==> config.mk <==
export PLATFORM = sky130hd
export DESIGN_NAME = depth_sensor_tiered_fallback_top
export DESIGN_NICKNAME = d
export VERILOG_FILES = /design/src/design/dstf_pkg.sv /design/src/design/dstf_cordic.sv /design/src/design/dstf_serial_mac.sv /design/src/design/depth_sensor_tiered_fallback_top.sv
export SDC_FILE = /design/constraint.sdc
export NUM_CORES = 2
export LEC_CHECK = 0
export BUFFER_PORTS_ARGS = -buffer_cell sky130_fd_sc_hd__buf_2
export CORE_ASPECT_RATIO = 0.9
export CORE_MARGIN = 3
export CORE_UTILIZATION = 31
export DETAILED_ROUTE_END_ITERATION = 10
export GPL_ROUTABILITY_DRIVEN = 0
export PLACE_DENSITY = 0.52
export SKIP_CTS_REPAIR_TIMING = 1
export SYNTH_ARGS = -nofsm -noshare
export SYNTH_HDL_FRONTEND = slang
export SYNTH_SLANG_ARGS = --single-unit
==> constraint.sdc <==
create_clock -name clk -period 24.9 [get_ports clk]
set_input_delay 7.47 -clock clk [delete_from_list [all_inputs] [get_ports clk]]
set_output_delay 7.47 -clock clk [all_outputs]
set_load 0.005 [all_outputs]
==> src/design/dstf_pkg.sv <==
`timescale 1ns / 1ps
// ----------------------------------------------------------------------------
// Depth fallback package
// Shared tick width, register indices, CORDIC constants and the arc-tangent table.
// ----------------------------------------------------------------------------
package dstf_pkg;
  localparam int DefTickWidth = 16;
  localparam int CordicSteps  = 16;
  localparam logic signed [19:0] CordicGain = 20'sd39797;
  localparam logic signed [19:0] PiQ16      = 20'sd205887;
  localparam logic signed [19:0] HalfPiQ16  = 20'sd102944;

  localparam logic [1:0] REG_GRACE = 2'd0;
  localparam logic [1:0] REG_TIER2 = 2'd1;
  localparam logic [1:0] REG_TIER3 = 2'd2;
  localparam logic [1:0] REG_SLEW  = 2'd3;

  function automatic logic signed [19:0] arc_of(input logic [3:0] i);
    case (i)
      4'd0:    arc_of = 20'sd51472;
      4'd1:    arc_of = 20'sd30386;
      4'd2:    arc_of = 20'sd16055;
      4'd3:    arc_of = 20'sd8150;
      4'd4:    arc_of = 20'sd4091;
      4'd5:    arc_of = 20'sd2047;
      4'd6:    arc_of = 20'sd1024;
      4'd7:    arc_of = 20'sd512;
      4'd8:    arc_of = 20'sd256;
      4'd9:    arc_of = 20'sd128;
      4'd10:   arc_of = 20'sd64;
      4'd11:   arc_of = 20'sd32;
      4'd12:   arc_of = 20'sd16;
      4'd13:   arc_of = 20'sd8;
      4'd14:   arc_of = 20'sd4;
      default: arc_of = 20'sd2;
    endcase
  endfunction
endpackage

==> src/design/dstf_cordic.sv <==
`timescale 1ns / 1ps
// ----------------------------------------------------------------------------
// Depth fallback sine unit
// Rotation CORDIC, one micro-rotation per cycle.
// ----------------------------------------------------------------------------
module dstf_cordic
  import dstf_pkg::*;
(
  input  logic               clk,
  input  logic               rst,
  input  logic               start,
  input  logic signed [15:0] pitch,
  output logic               done,
  output logic signed [17:0] sine
);
  logic signed [19:0] x, y, z;
  logic [3:0] step;
  logic busy;
  logic signed [19:0] a, dx, dy;
  logic signed [19:0] ysat;

  always_comb begin
    a = {{4{pitch[15]}}, pitch} <<< 3;
    if (a > HalfPiQ16) a = PiQ16 - a;
    else if (a < -HalfPiQ16) a = -PiQ16 - a;
    dx = y >>> step;
    dy = x >>> step;
    if (y > 20'sd65536) ysat = 20'sd65536;
    else if (y < -20'sd65536) ysat = -20'sd65536;
    else ysat = y;
  end

  assign sine = ysat[17:0];

  always_ff @(posedge clk) begin
    if (rst) begin
      busy <= 1'b0;
      done <= 1'b0;
      step <= '0;
    end else begin
      done <= !start && busy && (step == 4'(CordicSteps - 1));
      if (start) begin
        busy <= 1'b1;
        step <= '0;
        x <= CordicGain;
        y <= '0;
        z <= a;
      end else if (busy) begin
        if (!z[19]) begin
          x <= x - dx; y <= y + dy; z <= z - arc_of(step);
        end else begin
          x <= x + dx; y <= y - dy; z <= z + arc_of(step);
        end
        step <= step + 4'd1;
        if (step == 4'(CordicSteps - 1)) begin
          busy <= 1'b0;
        end
      end
    end
  end
endmodule

==> src/design/dstf_serial_mac.sv <==
`timescale 1ns / 1ps
// ----------------------------------------------------------------------------
// Depth fallback serial multiply and divide
// Shift-add multiply and restoring divide, one bit per cycle.
// ----------------------------------------------------------------------------
module dstf_serial_mac
  import dstf_pkg::*;
(
  input  logic               clk,
  input  logic               rst,
  input  logic               mul_start,
  input  logic [48:0]        mul_a,
  input  logic [16:0]        mul_b,
  input  logic               div_start,
  input  logic [48:0]        div_n,
  input  logic [15:0]        div_d,
  output logic               done,
  output logic [65:0]        result
);
  logic [65:0] acc;
  logic [65:0] ma;
  logic [16:0] mb;
  logic [48:0] q;
  logic [15:0] rem;
  logic [5:0]  cnt;
  logic        mode;
  logic        busy;
  logic [16:0] trial;

  assign trial = {rem, q[48]};

  always_ff @(posedge clk) begin
    if (rst) begin
      busy <= 1'b0;
      done <= 1'b0;
      cnt  <= '0;
      mode <= 1'b0;
    end else begin
      done <= !mul_start && !div_start && busy && (cnt == 6'd1);
      if (mul_start) begin
        busy <= 1'b1; mode <= 1'b0; cnt <= 6'd17;
        acc <= '0; ma <= {17'd0, mul_a}; mb <= mul_b;
      end else if (div_start) begin
        busy <= 1'b1; mode <= 1'b1; cnt <= 6'd49;
        q <= div_n; rem <= '0;
      end else if (busy) begin
        if (!mode) begin
          if (mb[0]) acc <= acc + ma;
          ma <= ma << 1;
          mb <= mb >> 1;
        end else begin
          if (trial >= {1'b0, div_d}) begin
            rem <= 16'(trial - {1'b0, div_d});
            q <= {q[47:0], 1'b1};
          end else begin
            rem <= trial[15:0];
            q <= {q[47:0], 1'b0};
          end
        end
        cnt <= cnt - 6'd1;
        if (cnt == 6'd1) begin
          busy <= 1'b0;
        end
      end
    end
  end

  assign result = mode ? {17'd0, q} : acc;
endmodule

==> src/design/depth_sensor_tiered_fallback_top.sv <==
`timescale 1ns / 1ps
// ----------------------------------------------------------------------------
// Depth sensor tiered fallback
// Depth estimate with hold, dead reckoning, ceiling lock and recovery slew.
// ----------------------------------------------------------------------------
// A sensor, hold or ceiling request, or one that starts a slew, goes straight
// to the result register; a dead reckoning request first runs the CORDIC sine
// and the serial multiply, and one while slewing adds a second multiply and a
// serial divide unless it ends the slew. One request is worked on at a time;
// the next can be accepted in the cycle after the result is registered.
// Reset (rst, synchronous) restores the register defaults and clears tier state.
module depth_sensor_tiered_fallback_top
  import dstf_pkg::*;
#(
  parameter int TICK_COUNT_WIDTH = DefTickWidth
) (
  input  logic        clk,
  input  logic        rst,
  input  logic        s_tvalid,
  output logic        s_tready,
  // reading_valid[0], sensor_depth[32:1], distance_step[48:33],
  // pitch_angle[64:49], zero fill to 72 bits
  input  logic [71:0] s_tdata,
  output logic        m_tvalid,
  input  logic        m_tready,
  // depth_out[31:0], virtual_flag[32], unverified_flag[33], critical_flag[34]
  output logic [39:0] m_tdata,
  input  logic        cfg_we,
  input  logic [1:0]  cfg_index,
  input  logic [15:0] cfg_data
);
  localparam logic [TICK_COUNT_WIDTH-1:0] TickMax = '1;

  localparam logic [2:0] S_IDLE = 3'd0;
  localparam logic [2:0] S_SIN  = 3'd1;
  localparam logic [2:0] S_MUL  = 3'd2;
  localparam logic [2:0] S_SMUL = 3'd3;
  localparam logic [2:0] S_DIV  = 3'd4;
  localparam logic [2:0] S_OUT  = 3'd5;
  localparam logic [2:0] S_WAIT = 3'd6;

  logic [15:0] grace_ticks, tier2_ticks, tier3_ticks, slew_ticks;
  logic [2:0]  state;
  logic        slewing, ceiling_held;
  logic [TICK_COUNT_WIDTH-1:0] ticks;
  logic [15:0] slew_count;
  logic signed [31:0] hold_d, dr_d, ceil_d, from_d, to_d;
  logic signed [15:0] in_step, in_pitch;
  logic        sl_neg;
  logic signed [31:0] res_depth;
  logic [2:0]  res_flags;
  logic        out_full;
  logic        out_load;

  logic        cs_start, cs_done;
  logic signed [17:0] sine;
  logic        mul_start, div_start, mac_done;
  logic [48:0] mul_a, div_n;
  logic [16:0] mul_b;
  logic [65:0] mac_res;
  logic        prod_neg;

  dstf_cordic u_cordic (
    .clk(clk), .rst(rst), .start(cs_start), .pitch(in_pitch),
    .done(cs_done), .sine(sine)
  );

  dstf_serial_mac u_mac (
    .clk(clk), .rst(rst), .mul_start(mul_start), .mul_a(mul_a), .mul_b(mul_b),
    .div_start(div_start), .div_n(div_n), .div_d(slew_ticks),
    .done(mac_done), .result(mac_res)
  );

  // Dead-reckoning multiply runs on magnitudes; the sign is put back after.
  logic [16:0] step_mag, sine_mag;
  logic signed [34:0] prod_s, delta;
  logic signed [33:0] dr_sum;
  logic signed [31:0] dr_new;
  // Slew multiply and divide, also on magnitudes (truncation toward zero).
  logic signed [32:0] diff;
  logic [32:0] diff_mag;
  logic signed [49:0] quot_s;
  logic signed [33:0] slew_val;
  // Saturating next counts for the outage ticks and the slew progress.
  logic [TICK_COUNT_WIDTH-1:0] tick_inc;
  logic [15:0] slew_inc;

  always_comb begin
    step_mag = in_step[15] ? 17'(-in_step) : 17'(in_step);
    sine_mag = sine[17] ? 17'(-sine) : 17'(sine);
    prod_s = prod_neg ? -35'(mac_res[33:0]) : 35'(mac_res[33:0]);
    delta = (prod_s + 35'sd32768) >>> 16;
    dr_sum = 34'(dr_d) + 34'(delta);
    if (dr_sum > 34'sd2147483647) dr_new = 32'h7fffffff;
    else if (dr_sum < -34'sd2147483648) dr_new = 32'h80000000;
    else dr_new = dr_sum[31:0];
    diff = 33'(to_d) - 33'(from_d);
    diff_mag = diff[32] ? 33'(-diff) : 33'(diff);
    quot_s = sl_neg ? -50'(mac_res[48:0]) : 50'(mac_res[48:0]);
    slew_val = 34'(from_d) + quot_s[33:0];
    tick_inc = (ticks < TickMax) ? ticks + 1'b1 : ticks;
    slew_inc = (slew_count != 16'hffff) ? slew_count + 16'd1 : slew_count;
  end

  assign s_tready = (state == S_IDLE);
  assign m_tvalid = out_full;
  // The result register is loaded when it is empty or being emptied this cycle.
  assign out_load = (state == S_OUT) && (!out_full || m_tready);

  always_ff @(posedge clk) begin
    if (rst) begin
      grace_ticks <= 16'd10; tier2_ticks <= 16'd100;
      tier3_ticks <= 16'd500; slew_ticks <= 16'd50;
    end else if (cfg_we) begin
      case (cfg_index)
        REG_GRACE: grace_ticks <= cfg_data;
        REG_TIER2: tier2_ticks <= cfg_data;
        REG_TIER3: tier3_ticks <= cfg_data;
        REG_SLEW:  slew_ticks  <= cfg_data;
        default:   ;
      endcase
    end
  end

  always_ff @(posedge clk) begin
    if (rst) begin
      state <= S_IDLE; slewing <= 1'b0; ceiling_held <= 1'b0;
      ticks <= '0; slew_count <= '0;
      hold_d <= '0; dr_d <= '0; ceil_d <= '0; from_d <= '0; to_d <= '0;
      out_full <= 1'b0; cs_start <= 1'b0; mul_start <= 1'b0; div_start <= 1'b0;
    end else begin
      // The sine is needed while slewing and in the dead reckoning tier.
      cs_start <= (state == S_IDLE) && s_tvalid &&
                  (slewing || (!s_tdata[0] && 32'(tick_inc) >= 32'(grace_ticks) &&
                               32'(tick_inc) < 32'(tier3_ticks)));
      mul_start <= ((state == S_SIN) && cs_done) ||
                   ((state == S_MUL) && mac_done && slewing && (slew_inc < slew_ticks));
      div_start <= (state == S_SMUL) && mac_done;
      if (out_load) out_full <= 1'b1;
      else if (m_tready) out_full <= 1'b0;
      case (state)
        S_IDLE: begin
          if (s_tvalid) begin
            in_step <= s_tdata[48:33];
            in_pitch <= s_tdata[64:49];
            if (slewing) begin
              if (s_tdata[0]) to_d <= s_tdata[32:1];
              state <= S_SIN;
            end else if (s_tdata[0]) begin
              if (32'(ticks) < 32'(tier2_ticks)) begin
                ticks <= '0; hold_d <= s_tdata[32:1]; dr_d <= s_tdata[32:1];
                ceiling_held <= 1'b0;
                res_depth <= s_tdata[32:1]; res_flags <= 3'b000;
              end else begin
                slewing <= 1'b1;
                from_d <= ceiling_held ? ceil_d : dr_d;
                res_depth <= ceiling_held ? ceil_d : dr_d;
                to_d <= s_tdata[32:1]; slew_count <= '0;
                res_flags <= 3'b001;
              end
              state <= S_OUT;
            end else begin
              ticks <= tick_inc;
              if (32'(tick_inc) < 32'(grace_ticks)) begin
                res_depth <= hold_d; res_flags <= 3'b000; state <= S_OUT;
              end else if (32'(tick_inc) < 32'(tier3_ticks)) begin
                state <= S_SIN;
              end else begin
                if (!ceiling_held) begin
                  ceiling_held <= 1'b1; ceil_d <= dr_d; res_depth <= dr_d;
                end else res_depth <= ceil_d;
                res_flags <= 3'b111; state <= S_OUT;
              end
            end
          end
        end
        S_SIN: begin
          if (cs_done) begin
            mul_a <= 49'(step_mag); mul_b <= sine_mag;
            prod_neg <= in_step[15] ^ sine[17];
            state <= S_MUL;
          end
        end
        S_MUL: begin
          if (mac_done) begin
            if (slewing) begin
              slew_count <= slew_inc;
              if (slew_inc >= slew_ticks) begin
                slewing <= 1'b0; ceiling_held <= 1'b0; ticks <= '0;
                hold_d <= to_d; dr_d <= to_d;
                res_depth <= to_d; res_flags <= 3'b000; state <= S_OUT;
              end else begin
                dr_d <= dr_new;
                mul_a <= {16'd0, diff_mag}; mul_b <= {1'b0, slew_inc};
                sl_neg <= diff[32];
                state <= S_SMUL;
              end
            end else begin
              dr_d <= dr_new;
              res_depth <= dr_new; res_flags <= 3'b001; state <= S_OUT;
            end
          end
        end
        S_SMUL: begin
          if (mac_done) begin
            div_n <= mac_res[48:0]; state <= S_DIV;
          end
        end
        S_DIV: begin
          if (mac_done) begin
            res_depth <= slew_val[31:0]; res_flags <= 3'b001; state <= S_OUT;
          end
        end
        S_OUT: begin
          if (out_load) begin
            m_tdata <= {5'd0, res_flags[2], res_flags[1], res_flags[0], res_depth};
            state <= S_IDLE;
          end
        end
        default: state <= S_IDLE;
      endcase
    end
  end
endmodule

==> flow_metrics.tcl <==
set metrics [dict create \
    status "complete, no violations" \
    synthTopCellsByArea "edfxtp_1 (27%), dfxtp_1 (12%), ha_1 (7.7%)" \
    numCtsBuffers 85 \
    die_h_um 386 \
    min_path_type "reg -> reg" \
    yosys.area.top_type_share_pct 26.7 \
    grt_max_degree 141 \
    met1Wirelength_um 72400 \
    fill_cells 16300 \
    p_leak_nw 20.7 \
    worstSkewPairLatency_ps 710 \
    wl_met2_um 71000 \
    fp.dieW_um 428 \
    initial_utilization_pct 31.4 \
    crit_required_ps 25440 \
    power.total_mw 3.31 \
    crit_type "in -> reg" \
    crit_path_start_kind "input pin" \
    tightestPinTransition_ps 1180 \
    slowest_delay_ps 720 \
    port_buffers 124 \
    finalHoldViolations 0 \
    wl_um 157000 \
    slowest_stage "nor2_1" \
    antenna_found_initial 6 \
    cts.path.max_buffers 3 \
    setup_viol 0 \
    final_cell_mix "nand2_1 (504), a21oi_1 (474), nor2_1 (451)" \
    wl_met3_um 9210 \
    crit_arrival_ps 10530 \
    fin_tns_setup_ps 0 \
    dr_total_vias 41000 \
    slew_headroom_pct 21.0 \
    async_flop_share_pct 0 \
    dieArea_um2 165000 \
    yosysSeqAreaShare_pct 38.6 \
    cts-root-buf "clkbuf_16" \
    drcViolationCount 0 \
    syn_inst 5379 \
    avgSynthCellArea_um2 9.23 \
    synthDistinctLibCells 100 \
    finalNetCount 5775 \
    final_layout_size_suffix_gt1_share_pct 11.2 \
    wl_per_cell_um 20.8 \
    drt_iter0_drc 3426 \
    top_layer_used "met5" \
    clock_sinks 737 \
    cp_num_buf_inv 4 \
    via_per_inst 5.44 \
    final_common_cell "nand2_1" \
    rows 138 \
    finalCritPeriodShare_pct 40.1 \
    worst_setup_path_end_kind "register" \
    cp_top_family "buffers and inverters" \
    synth_edf_count 441 \
    cp_max_fo 62 \
    pin_count 137 \
    ys_warn_count 0 \
    htreeDepth 3 \
    maxCapViolCount 0 \
    grt-ovfl-total 0 \
    grt_usage_pct 18.6 \
    synth-main-ff-cell "edfxtp_1" \
    path_cells "buf_2 -> buf_4 -> a22oi_1 -> a21oi_4 -> buf_4 -> nand2_1 -> buf_4 -> nor2_1 -> a31oi_1" \
    synth_seq_cells 737 \
    yosysTopAreaCell "edfxtp_1" \
    fin_skew_ps 50.1 \
    cts_tree "built" \
    multi_input_area_um2 28700 \
    dr.pass1.iters 5 \
    place_hpwl_um 114000 \
    fmax_mhz 100 \
    p_per_area_nw_per_um2 59.8 \
    grt_pass1_wl_um 242000 \
    grt_pass1_vias 39000 \
    regArea_um2 19200 \
    min_period_ps 9990 \
    rsz0062_at_grt "false" \
    ant_nets 0 \
    critPathMostFrequentCell "buf_4" \
    drv_slew 0 \
    netlist_area_um2 49700 \
    clkTransAtPathRegs_ps 60 \
    peakVddDrop_mv 0.0497 \
    core-area_um2 158000 \
    syn2layout_area_growth_pct 11.4 \
]
synth_stat cells (125+ instances only):
cell type and number:
xnor2_1 220, clkbuf_1 235, a21o_1 147, o21ai_0 291, a21oi_1 476, ha_1 305
mux2i_1 125, xor2_1 138, dfxtp_1 296, edfxtp_1 441, nor2_1 459, inv_1 219
nand2_1 505, mux2_2 163
worst reg2reg max path: stages (launching register included):
cell and delay (ps):
dfxtp_4 750, buf_4 580, mux2i_1 530, o221ai_2 250
nand4bb_1 550, nor3_1 520, o221ai_1 200, a211oi_1 510
nand3_1 170, nor3_1 400, nand3_1 150, xnor2_1 440
ha_1 430, a21oi_1 250, o21ai_0 190, a221oi_1 480
nor3_1 140, or2_2 340, o211a_1 440, o211ai_1 420
o21ai_0 440, a222oi_1 490, nand3_1 380
power by group:
group / switching (mW) / internal, mW / total (mW)
Sequential: 0.0492 / 1.36 / 1.41
Clock: 0.553 / 0.783 / 1.34
Combinational: 0.384 / 0.179 / 0.564
flip-flops by register name, summed over array words and instances (netlist names), 33 cells and up, named ones only:
register and cells:
u_mac.acc 49, u_mac.ma 49, div_n 49, m_tdata 34, mul_a 33, u_mac.q 49
path summary, 6_finish.rpt:
kind,startpoint,to,slack [ps],cells after the start
worst min-delay path,res_depth[5],m_tdata[5],420,0
worst min register to register,res_depth[5],m_tdata[5],420,0
worst max-delay path,s_tdata[0],dr_d[27],14910,9
worst max register to register,u_mac.mode,res_depth[28],15480,22
cell families after synthesis:
| logic type | after synthesis | share of synthesized area [%] |
|---|---|---|
| mux | 334 | 8.27 |
| compound gates | 1524 | 19.5 |
| simple gates | 1601 | 15.3 |
| fa+ha+maj | 318 | 8.11 |
| xor+xnor | 358 | 6.31 |
| flops | 737 | 38.6 |
| buf+inv | 506 | 3.97 |
| other cells | 1 | 0.00755 |
layer usage:
metal | vias to the layer above | track usage [%]
met3 | 247 | 2.83
met4 | 2 | 5.60
met2 | 1153 | 29.9
met5 | - | 0
met1 | 19800 | 25.6
li1 | 19800 | -
cell type report:
class	count	share of cell area, %
Antenna cell	2	0.00904
Clock buffer	107	4.22
Clock inverter	51	1.11
Inverter	222	1.51
Multi-Input combinational cell	4140	51.8
Sequential cell	737	34.7
Tap cell	2100	4.75
Timing Repair Buffer	181	1.93
stage by stage:
step	setup WS [ps]	area (um^2)	instances	hold WS, ps	util (%)
detailed placement	14210	52400	7380	405	33.1
global placement	14230	52400	7380	405	33.1
global route	14780	55300	7540	430	35.0
floorplan	8430	49700	5383	400	-
CTS	14970	55300	7538	420	35.0
finish	14910	55300	7540	419	35.0
Power figures use the tool's default switching activity.
